File: config.mk
export PLATFORM = sky130hd
export DESIGN_NAME = mprt_cordic
export DESIGN_NICKNAME = d
export VERILOG_FILES = /design/src/rtl/core/mprt_pkg.sv /design/src/rtl/core/mprt_cordic.sv
export SDC_FILE = /design/constraint.sdc
export NUM_CORES = 1
export LEC_CHECK = 0
export ABC_CLOCK_PERIOD_IN_PS = 11800
export BUFFER_PORTS_ARGS = -buffer_cell sky130_fd_sc_hd__buf_2
export CAP_MARGIN = 5
export CELL_PAD_IN_SITES_DETAIL_PLACEMENT = 1
export CELL_PAD_IN_SITES_GLOBAL_PLACEMENT = 2
export CORE_ASPECT_RATIO = 1.2
export CORE_MARGIN = 2
export CORE_UTILIZATION = 40
export DETAILED_ROUTE_END_ITERATION = 10
export GPL_ROUTABILITY_DRIVEN = 0
export HOLD_SLACK_MARGIN = 0.12
export MAX_ROUTING_LAYER = met4
export PLACE_DENSITY_LB_ADDON = 0.25
export SYNTH_ARGS = -nofsm -noshare
export SYNTH_HDL_FRONTEND = slang
export SYNTH_SLANG_ARGS = --single-unit
File: constraint.sdc
create_clock -name clk -period 11.8 [get_ports clk]
set_input_delay 1.18 -clock clk [delete_from_list [all_inputs] [get_ports clk]]
set_output_delay 1.18 -clock clk [all_outputs]
set_load 0.02 [all_outputs]
File: src/rtl/core/mprt_pkg.sv
// Shared types, constants and helpers for the map point rotate and tilt unit.
`timescale 1ns / 1ps
package mprt_pkg;

  localparam int MAX_POINTS_DEF   = 1024;
  localparam int CORDIC_STEPS_DEF = 16;

  // CORDIC vector width and angle accumulator width
  localparam int VW = 49;
  localparam int ZW = 34;

  // round(2^30 / K), K the CORDIC gain
  localparam logic signed [30:0]   INV_GAIN  = 31'sd652032874;
  localparam logic signed [VW-1:0] ROUND_Q15 = VW'(49'sd16384);
  localparam logic signed [ZW-1:0] ANG_PI    = 34'sd2147483648;
  localparam logic signed [15:0]   ANG_QTR   = 16'sd16384;

  // arctangent of 2^-i as 32-bit binary angles
  localparam logic [31:0] ATAN_TAB [0:23] = '{
    32'h20000000, 32'h12E4051E, 32'h09FB385B, 32'h051111D4, 32'h028B0D43, 32'h0145D7E1,
    32'h00A2F61E, 32'h00517C55, 32'h0028BE53, 32'h00145F2F, 32'h000A2F98, 32'h000517CC,
    32'h00028BE6, 32'h000145F3, 32'h0000A2FA, 32'h0000517D, 32'h000028BE, 32'h0000145F,
    32'h00000A30, 32'h00000518, 32'h0000028C, 32'h00000146, 32'h000000A3, 32'h00000051
  };

  // register indexes (paddr[3:2])
  localparam logic [1:0] REG_TURN  = 2'd0;
  localparam logic [1:0] REG_TILT  = 2'd1;
  localparam logic [1:0] REG_COUNT = 2'd2;
  localparam logic [1:0] REG_TLEN  = 2'd3;

  typedef enum logic [3:0] {
    ST_IDLE,
    ST_RD0,
    ST_RDL,
    ST_RDI,
    ST_PNT,
    ST_MULX,
    ST_MULY,
    ST_TURN,
    ST_TURN_W,
    ST_TILT,
    ST_TILT_W,
    ST_MCOS,
    ST_MZS,
    ST_MZT,
    ST_OUT
  } mprt_state_t;

  typedef struct packed {
    logic               load;
    logic signed [15:0] angle;
  } cordic_ctl_t;

  function automatic logic signed [15:0] sat16(input logic signed [47:0] v);
    logic signed [15:0] res;
    if (v > 48'sd32767) begin
      res = 16'h7FFF;
    end else if (v < -48'sd32768) begin
      res = 16'h8000;
    end else begin
      res = v[15:0];
    end
    return res;
  endfunction

endpackage

File: src/rtl/core/mprt_cordic.sv
// Iterative CORDIC rotator, one micro-rotation per clock.
`timescale 1ns / 1ps
module mprt_cordic #(
  parameter int CORDIC_STEPS = mprt_pkg::CORDIC_STEPS_DEF
) (
  input  logic                              clk,
  input  logic                              rst_n,
  input  mprt_pkg::cordic_ctl_t             ctl,
  input  logic signed [mprt_pkg::VW-1:0]    x_init,
  input  logic signed [mprt_pkg::VW-1:0]    y_init,
  output logic signed [mprt_pkg::VW-1:0]    x_out,
  output logic signed [mprt_pkg::VW-1:0]    y_out,
  output logic                              done
);
  import mprt_pkg::*;

  localparam int IW = (CORDIC_STEPS > 1) ? $clog2(CORDIC_STEPS) : 1;
  localparam logic [IW-1:0] LAST = IW'(CORDIC_STEPS - 1);

  logic signed [VW-1:0] x_r, y_r, x_nxt, y_nxt, sx, sy;
  logic signed [ZW-1:0] z_r, z_nxt, z0, tab;
  logic [IW-1:0]        i_r;
  logic                 run_r;
  logic                 flip;

  always_comb begin
    // pre-rotate by pi when the angle lies beyond +/- pi/2
    z0   = ZW'(ctl.angle) <<< 16;
    flip = (ctl.angle > ANG_QTR) || (ctl.angle < -ANG_QTR);
    if (ctl.angle > ANG_QTR) begin
      z0 = z0 - ANG_PI;
    end else if (ctl.angle < -ANG_QTR) begin
      z0 = z0 + ANG_PI;
    end
    sx  = x_r >>> i_r;
    sy  = y_r >>> i_r;
    tab = ZW'($signed({1'b0, ATAN_TAB[5'(i_r)]}));
    x_nxt = x_r;
    y_nxt = y_r;
    z_nxt = z_r;
    if (ctl.load) begin
      x_nxt = flip ? -x_init : x_init;
      y_nxt = flip ? -y_init : y_init;
      z_nxt = z0;
    end else if (run_r) begin
      if (!z_r[ZW-1]) begin
        x_nxt = x_r - sy;
        y_nxt = y_r + sx;
        z_nxt = z_r - tab;
      end else begin
        x_nxt = x_r + sy;
        y_nxt = y_r - sx;
        z_nxt = z_r + tab;
      end
    end
  end

  always_ff @(posedge clk) begin
    x_r <= x_nxt;
    y_r <= y_nxt;
    z_r <= z_nxt;
  end

  always_ff @(posedge clk) begin
    if (!rst_n) begin
      run_r <= 1'b0;
      i_r   <= '0;
    end else if (ctl.load) begin
      run_r <= 1'b1;
      i_r   <= '0;
    end else if (run_r) begin
      i_r <= i_r + IW'(1);
      if (i_r == LAST) begin
        run_r <= 1'b0;
      end
    end
  end

  assign x_out = x_r;
  assign y_out = y_r;
  assign done  = !run_r;

endmodule

== After elaboration in Yosys (flattened, before gate mapping) ==
Memory sizes are Yosys's and may differ from the RTL's.
Cells that the tools add are included.

* Register bits after elaboration: 137
* Bits in read-only memories: 1024
* Output and inout bits: 99
* Logic and storage cells: 47
* Memories kept: 1

{| class="wikitable"
|+ Memory list
! name !! words !! width !! read ports !! clocked after memory_dff !! write ports !! line !! text
|-
| (no name shown) || 32 || 32 || 1 || 0 || 0 || mprt_cordic.sv:37 || <nowiki>tab = ZW'($signed({1'b0, ATAN_TAB[5'(i_r)]}));</nowiki>
|}

* $add $sub $neg: 11
* Order comparisons: 3
* Equality and inequality tests: 1
* Shifts and indexed selects: 2
* Mux-type cells: 18
* Bitwise operators: 2
* Reductions and logical operators: 4

{| class="wikitable"
|+ Operators by type and width
! kind !! count
|-
| $mux W49 || 8
|-
| $mux W34 || 5
|-
| $add A49 B49 Y49 || 2
|-
| $neg A49 Y49 || 2
|-
| $sshr A49 B4 Y49 || 2
|-
| $sub A49 B49 Y49 || 2
|-
| $mux W32 || 2
|-
| $add A32 B33 Y34 const B || 1
|-
| $add A34 B33 Y34 || 1
|-
| $sub A32 B33 Y34 const B || 1
|-
| $sub A34 B33 Y34 || 1
|-
| $gt A16 B16 Y1 const B || 1
|-
| $lt A16 B15 Y1 const B || 1
|-
| $ge A6 B6 Y1 const B || 1
|-
| $not A4 Y6 || 1
|-
| $add A4 B1 Y4 const B || 1
|-
| $eq A4 B4 Y1 const B || 1
|-
| $mux W1 || 3
|-
| $reduce_bool A2 Y1 || 1
|-
| $reduce_or A2 Y1 || 1
|-
| $logic_not A1 Y1 || 1
|-
| $logic_or A1 B1 Y1 || 1
|-
| $not A1 Y1 || 1
|}

== Depth between registers and ports, before layout ==
Gate-level depths: netlist of the first run.

* Depth after elaboration: 8
* Gate-level depth with buffers: 31

== Worst setup path before layout of the first run ==
Ideal clock, no wire load.

* Path type: register to register
* From: register i_r[3]
* To: register x_r[48] (netlist: x_out[48]), data pin
* Arrival: 6.505 ns
* Data required time: 11.542 ns
* Slack: 5.037 ns
* Stages on the path, launching flop included: 29
* Path buffers: 8
* Path through: dfxtp_1 clkbuf_1 clkbuf_1 buf_4 clkbuf_1 clkbuf_1 clkbuf_1 clkbuf_1 clkbuf_1 o21a_1 ha_1 o2111ai_1 a22oi_1 nand4_1 nor2b_1 a21oi_1 xnor2_1 ha_1 and4_1 and3_1 nand4b_1 o21ai_0 a31oi_1 o31a_1 nor2_1 a211oi_1 o41ai_1 xnor2_1 o21ai_1

* Longest elaborated chain between the ends: 5
* Elaborated cells between the ends (all ways): 6
* Those cells by class: add/sub (2); shift (1); mux (3)

{| class="wikitable"
|+ Ends and longest elaborated chain
! element !! line !! text
|-
| from (decl) || mprt_cordic.sv:22 || <nowiki>logic [IW-1:0] i_r;</nowiki>
|-
| from (signal assigned) || mprt_cordic.sv:72 || <nowiki>i_r <= i_r + IW'(1);</nowiki>
|-
| $sshr A49 B4 Y49 * || mprt_cordic.sv:36 || <nowiki>sy = y_r >>> i_r;</nowiki>
|-
| $sub A49 B49 Y49 or $add A49 B49 Y49 (tied branches) || mprt_cordic.sv:47, mprt_cordic.sv:51 ||
|-
| $mux W49 * || mprt_cordic.sv:46 || <nowiki>if (!z_r[ZW-1]) begin</nowiki>
|-
| $mux W49 * || mprt_cordic.sv:45 || <nowiki>end else if (run_r) begin</nowiki>
|-
| $mux W49 * || mprt_cordic.sv:41 || <nowiki>if (ctl.load) begin</nowiki>
|-
| net x_nxt[48] || mprt_cordic.sv:20 || <nowiki>logic signed [VW-1:0] x_r, y_r, x_nxt, y_nxt, sx, sy;</nowiki>
|-
| to (signal assigned) || mprt_cordic.sv:59 || <nowiki>x_r <= x_nxt;</nowiki>
|-
| to (decl) || mprt_cordic.sv:20 ||
|}

Mark *: on every way through the listed nets, which the timed path passes. The rest lies on a longest branch. The select of a mux whose other input is x is not followed.
A chain may end at the register's enable or synchronous reset.

== Worst setup path in the final report of the first run ==
* From: register i_r[1]
* To: register x_r[48] (netlist: x_out[48]), data pin

The elaborated chain is that of the path after synthesis.

==> results.sh, run 1 <==
export IMPL_place_area_sq_mm=0.0235
export IMPL_critPathArrivalTime_ns=8.22
export IMPL_dieHeight_um=261
export IMPL_die_w_um=219
export IMPL_final_cell_mix="326 x nand2_1, 267 x a21oi_1, 241 x o21ai_0, 214 x buf_2, 182 x nor2_1"
export IMPL_grt_pass1_wl_mm=133
export IMPL_grt_max_degree=76
export IMPL_hold_viol=0
export IMPL_grt_pass1_vias=22800
export IMPL_cp_required_ns=12.03
export IMPL_cts_resized=0
export IMPL_grt_use_met2=0.523
export IMPL_yosysWarnings=0
export IMPL_wire_per_inst_um=24.3
export IMPL_fin_area_sq_mm=0.0241
export IMPL_synth_edff_count=132
export IMPL_std_cell_rows=94
export IMPL_crit_path_end_kind="register"
export IMPL_min_period_ns=7.99
export IMPL_use_met3=0.0331
export IMPL_path_cells="buf_4 -> inv_1 -> mux2_2 -> o211ai_1 -> o21ai_0 -> ha_1 -> o2111ai_1 -> a22oi_1 -> nand4_1 -> nor2b_1 -> a21oi_1 -> xnor2_1 -> ha_1 -> and4_1 -> and3_1 -> nand4b_1 -> o21ai_0 -> a31oi_1 -> o31a_1 -> nor2_1 -> a211oi_1 -> o41ai_1 -> xnor2_1 -> o21ai_1"
export IMPL_ant_nets=0
export IMPL_cts_sinks=137
export IMPL_slew_viol_final=0
export IMPL_critPathMaxStageDelay_ns=0.68
export IMPL_dp_hpwl_mm=68.0
export IMPL_clkTransAtPathRegs_ns=0.07
export IMPL_core_sq_mm=0.0547
export IMPL_setup_viol=0
export IMPL_synth_top_flop_cell="edfxtp_1"
export IMPL_htree_levels=4
export IMPL_top_usage_layer="met2"
export IMPL_timing_setup_tns_ns=0
export IMPL_tightest_slew_ns=1.02
export IMPL_critPathKind="reg -> reg"
export IMPL_syn_inst=2697
export IMPL_syn_area_sq_mm=0.0221
export IMPL_root_buffer="clkbuf_16"
export IMPL_portBuffers=215
export IMPL_yosysUniqueCellTypes=95
export IMPL_overflow=0
export IMPL_cts_tree="built"
export IMPL_antenna_found_initial=0
export IMPL_dr_pass1_iters=5
export IMPL_cpLargestDelayFamily="compound AO/OA/AOI/OAI gates"
export IMPL_cts_hold_buf=0
export IMPL_io_pins=216
export IMPL_slew_headroom=0.323
export IMPL_drive_gt1_frac=0.149
export IMPL_initial_utilization=0.404
export IMPL_fin_nets=3075
export IMPL_avgViaCountPerCell=6.25
export IMPL_area_growth_pct=9.24
export IMPL_mostFrequentLayoutCell="nand2_1"
export IMPL_diodes=0
export IMPL_rsz0062_at_grt="false"
export IMPL_drv_cap=0
export IMPL_clock_path_buffers=2
export IMPL_cp_max_fo=53
export IMPL_routed_via_count=22100
export IMPL_startpoint_type="register"
export IMPL_die_area_sq_mm=0.0571
export IMPL_synth_yosys_seq_area_share=0.184
export IMPL_outcome="completed"
export IMPL_finalClockSkew_ns=0.0104
export IMPL_async_reset_ff_frac=0
export IMPL_ys_ff_latch=137
export IMPL_insertion_delay_ns=0.50
export IMPL_worst_path_max_delay_cell="buf_4"
export IMPL_postCtsSetupBuffers=0
export IMPL_critPathBufInv=2
export IMPL_syn_num_nets=2960
export IMPL_drc=0
export IMPL_syn_area_per_cell_sq_um=8.19
export IMPL_grt_use_met1=0.385
export IMPL_gr_usage_all_layers=0.311
export IMPL_hp_class="reg -> reg"
export IMPL_period_share=0.677
export IMPL_post_route_util=0.441
export IMPL_fmax_ghz=0.125
export IMPL_cts_made_buffers=17
export IMPL_drt_iter0_markers=1564
export IMPL_routed_wl_mm=86.3
-- synthesized netlist by cell type, drive strengths merged, types with 12 or more instances --
cell type	instances	area, sq um
a211oi	30	225
a21o	68	510
a21oi	267	1340
a31oi	52	332
a41oi	12	105
and2	38	241
and3	27	169
buf	73	459
clkbuf	68	255
edfxtp	132	3960
ha	143	1790
inv	60	225
mux2	34	387
mux2i	82	833
mux4	86	1970
nand2	328	1230
nand2b	32	208
nand3	52	260
nand4	15	115
nor2	183	689
nor2b	24	150
nor3	42	215
nor4	20	131
o211ai	13	97.6
o21a	21	158
o21ai	247	1240
o21bai	19	143
o31ai	25	188
or2	13	81.3
or3	15	93.8
xnor2	182	1600
xor2	147	1290
-- state kept, by name, indices dropped and copies added, names as in the netlist --
name and cells:
y_out 49, z_r 34, x_out 49, i_r 4
run_r 1
-- kinds of logic after synthesis --
logic type,count (synthesis),synth area share
compound gates,840,0.231
fa+ha+maj,146,0.0837
simple gates,841,0.184
flops,137,0.184
buf+inv,202,0.0427
xor+xnor,329,0.131
mux,202,0.144
-- layer usage --
metal | vias up | part of all wire
met1 | 11000 | 0.42
met3 | 171 | 0.046
li1 | 10300 | -
met2 | 670 | 0.50
met4 | 0 | 0.035
met5 | - | 0
-- per-stage QoR --
| step | hold WS [ns] | cells | setup WS (ns) |
|---|---|---|---|
| 2_1_floorplan | 0.635 | 2697 | 5.04 |
| 3_3_place_gp | 0.585 | 3513 | 4.11 |
| 3_5_place_dp | 0.607 | 3513 | 3.84 |
| 4_1_cts | 0.615 | 3545 | 3.83 |
| 5_1_grt | 0.663 | 3545 | 3.18 |
| 6_report | 0.621 | 3545 | 3.81 |
-- path summary, 6_finish.rpt --
check | cells past startpoint | from | slack (ns) | end
worst max-delay path | 24 | i_r[1] | 3.81 | x_out[48]
worst max register to register | 24 | i_r[1] | 3.81 | x_out[48]
worst min-delay path | 2 | run_r | 0.62 | i_r[2]
worst min register to register | 2 | run_r | 0.62 | i_r[2]
-- worst reg2reg max path, delay by kind of cell, from the launching register on --
| family | cells | cell delay, ns |
|---|---|---|
| XOR/XNOR | 2 | 0.35 |
| multiplexers | 1 | 0.42 |
| AND/OR/NAND/NOR | 6 | 1.44 |
| flip-flops | 1 | 0.38 |
| buffers and inverters | 2 | 1.32 |
| AO/OA/AOI/OAI | 11 | 3.14 |
| adder cells (fa/ha/maj) | 2 | 0.66 |
-- area by class of cell --
cell class	count	area, sq um
Fill cell	6665	30600
Multi-Input combinational cell	2358	17100
Sequential cell	137	4080
Timing Repair Buffer	237	1250
Tap cell	720	901
Clock buffer	18	429
Inverter	61	230
Clock inverter	14	155
Power of run 1 is not shown: default switching activity piles up to over one toggle a cycle in this logic, so the estimate is an artifact.
==> run 2: changes to the inputs <==
--- a/config.mk
+++ b/config.mk
@@ -5,14 +5,14 @@
 export SDC_FILE = /design/constraint.sdc
 export NUM_CORES = 1
 export LEC_CHECK = 0
-export ABC_CLOCK_PERIOD_IN_PS = 11800
+export ABC_CLOCK_PERIOD_IN_PS = 7100
 export BUFFER_PORTS_ARGS = -buffer_cell sky130_fd_sc_hd__buf_2
 export CAP_MARGIN = 5
 export CELL_PAD_IN_SITES_DETAIL_PLACEMENT = 1
 export CELL_PAD_IN_SITES_GLOBAL_PLACEMENT = 2
 export CORE_ASPECT_RATIO = 1.2
 export CORE_MARGIN = 2
-export CORE_UTILIZATION = 40
+export CORE_UTILIZATION = 34
 export DETAILED_ROUTE_END_ITERATION = 10
 export GPL_ROUTABILITY_DRIVEN = 0
 export HOLD_SLACK_MARGIN = 0.12
==> constraint.sdc (replaced) <==
create_clock -name clk -period 7.1 [get_ports clk]
set_input_delay 0.71 -clock clk [delete_from_list [all_inputs] [get_ports clk]]
set_output_delay 0.71 -clock clk [all_outputs]
set_load 0.02 [all_outputs]
==> run 2 against run 1 <==
Setup slack worse by 3.4 ns; wire length up 7.6%; sequential share of layout area fell by 0.61 points; utilization fell by 5.3 points; non-clock buffer count up 78; critical endpoint is now y_out[43]; largest cell class unchanged.
==> results.sh, run 2 (synthesis gave the netlist of run 1 again) <==
export IMPL_critPathArrivalTime_ns=6.95
export IMPL_tightest_slew_ns=0.991
export IMPL_drc=0
export IMPL_wire_per_inst_um=24.8
export IMPL_rr_worst_depth=26
export IMPL_dp_hpwl_mm=73.5
export IMPL_cp_required_ns=7.30
export IMPL_dr_pass1_iters=6
export IMPL_grt_pass1_wl_mm=142
export IMPL_cts_tree="built"
export IMPL_std_cell_rows=102
export IMPL_overflow=0
export IMPL_root_buffer="clkbuf_16"
export IMPL_cts_made_buffers=17
export IMPL_critPathKind="reg -> reg"
export IMPL_drt_iter0_markers=1696
export IMPL_dieHeight_um=283
export IMPL_final_cell_mix="326 x nand2_1, 267 x a21oi_1, 240 x o21ai_0, 214 x buf_2, 182 x nor2_1"
export IMPL_diodes=0
export IMPL_cts_hold_buf=0
export IMPL_rsz0062_at_grt="false"
export IMPL_avgViaCountPerCell=6.04
export IMPL_die_w_um=237
export IMPL_gr_usage_all_layers=0.280
export IMPL_fmax_ghz=0.148
export IMPL_hp_class="in -> reg"
export IMPL_outcome="completed"
export IMPL_whs_path_depth=2
export IMPL_slew_viol_final=0
export IMPL_mostFrequentLayoutCell="nand2_1"
export IMPL_post_route_util=0.388
export IMPL_clkTransAtPathRegs_ns=0.07
export IMPL_routed_via_count=22600
export IMPL_ant_nets=0
export IMPL_io_pins=216
export IMPL_clock_path_buffers=2
export IMPL_hold_viol=0
export IMPL_insertion_delay_ns=0.50
export IMPL_startpoint_type="register"
export IMPL_grt_pass1_vias=23400
export IMPL_initial_utilization=0.343
export IMPL_area_growth_pct=13.3
export IMPL_core_sq_mm=0.0644
export IMPL_cts_sinks=137
export IMPL_drv_cap=0
export IMPL_setup_viol=0
export IMPL_antenna_found_initial=1
export IMPL_die_area_sq_mm=0.0670
export IMPL_timing_setup_tns_ns=0
export IMPL_drive_gt1_frac=0.174
export IMPL_htree_levels=4
export IMPL_crit_path_end_kind="register"
export IMPL_finalClockSkew_ns=0.0110
export IMPL_min_period_ns=6.74
export IMPL_period_share=0.949
export IMPL_fin_nets=3153
export IMPL_cp_max_fo=16
export IMPL_slew_headroom=0.332
export IMPL_portBuffers=215
export IMPL_routed_wl_mm=92.8
export IMPL_grt_max_degree=146
-- run 2: cell type report --
cell class              count  area (sq um)
fillers                  7754         39400
inverters                  61           230
flip-flops and latches    137          4080
well taps                 832          1040
clock inverters            13           225
multi-input cells        2358         17100
clock buffers              19           433
repair buffers            315          1920
-- run 2: timing repair --
item                                    in CTS  in global routing
buffers inserted                             0                 10
resized for setup                            0                  5
endpoints found under the setup margin       0                 23
-- run 2: path summary, 6_finish.rpt --
check / from / to / slack, ns
setup / recovery: i_r[1] / y_out[43] / 0.36
hold / removal: rst_n / run_r / 0.47
setup reg to reg: i_r[1] / y_out[43] / 0.36
hold reg to reg: run_r / i_r[2] / 0.62
-- run 2: stage by stage --
step	hold slack (ns)	instances	cell area, sq um	setup WS [ns]
after floorplan	0.635	2697	22100	0.337
after global placement	0.583	3693	24200	0.251
after detailed placement	0.604	3693	24200	0.0756
after CTS	0.448	3725	24900	0.000750
after global routing	0.481	3735	25000	0.00533
final	0.472	3735	25000	0.359
-- run 2: worst max-delay path: stages, from the launching register on --
cell	delay (ns)
dfxtp_4	0.44
buf_4	0.16
buf_16	0.16
mux4_2	0.56
nand2_1	0.11
nand3_1	0.19
o32ai_2	0.52
nand4_2	0.21
nor2_2	0.14
and2_1	0.19
and3_1	0.23
a21oi_1	0.10
xor2_1	0.18
ha_1	0.36
nand4_1	0.20
nor4_1	0.11
nor2b_1	0.14
or4_1	0.46
a41oi_1	0.37
o21ai_1	0.26
buf_4	0.21
a211oi_1	0.34
o21ai_0	0.14
buf_4	0.17
a21oi_1	0.17
xor2_1	0.19
o21ai_0	0.12
-- run 2: layer usage --
metal,track usage,part of all wire
met1,0.344,0.42
met5,-,0
met2,0.468,0.49
met3,0.0324,0.050
met4,0.107,0.036
Power of run 2 is left out for the same reason.
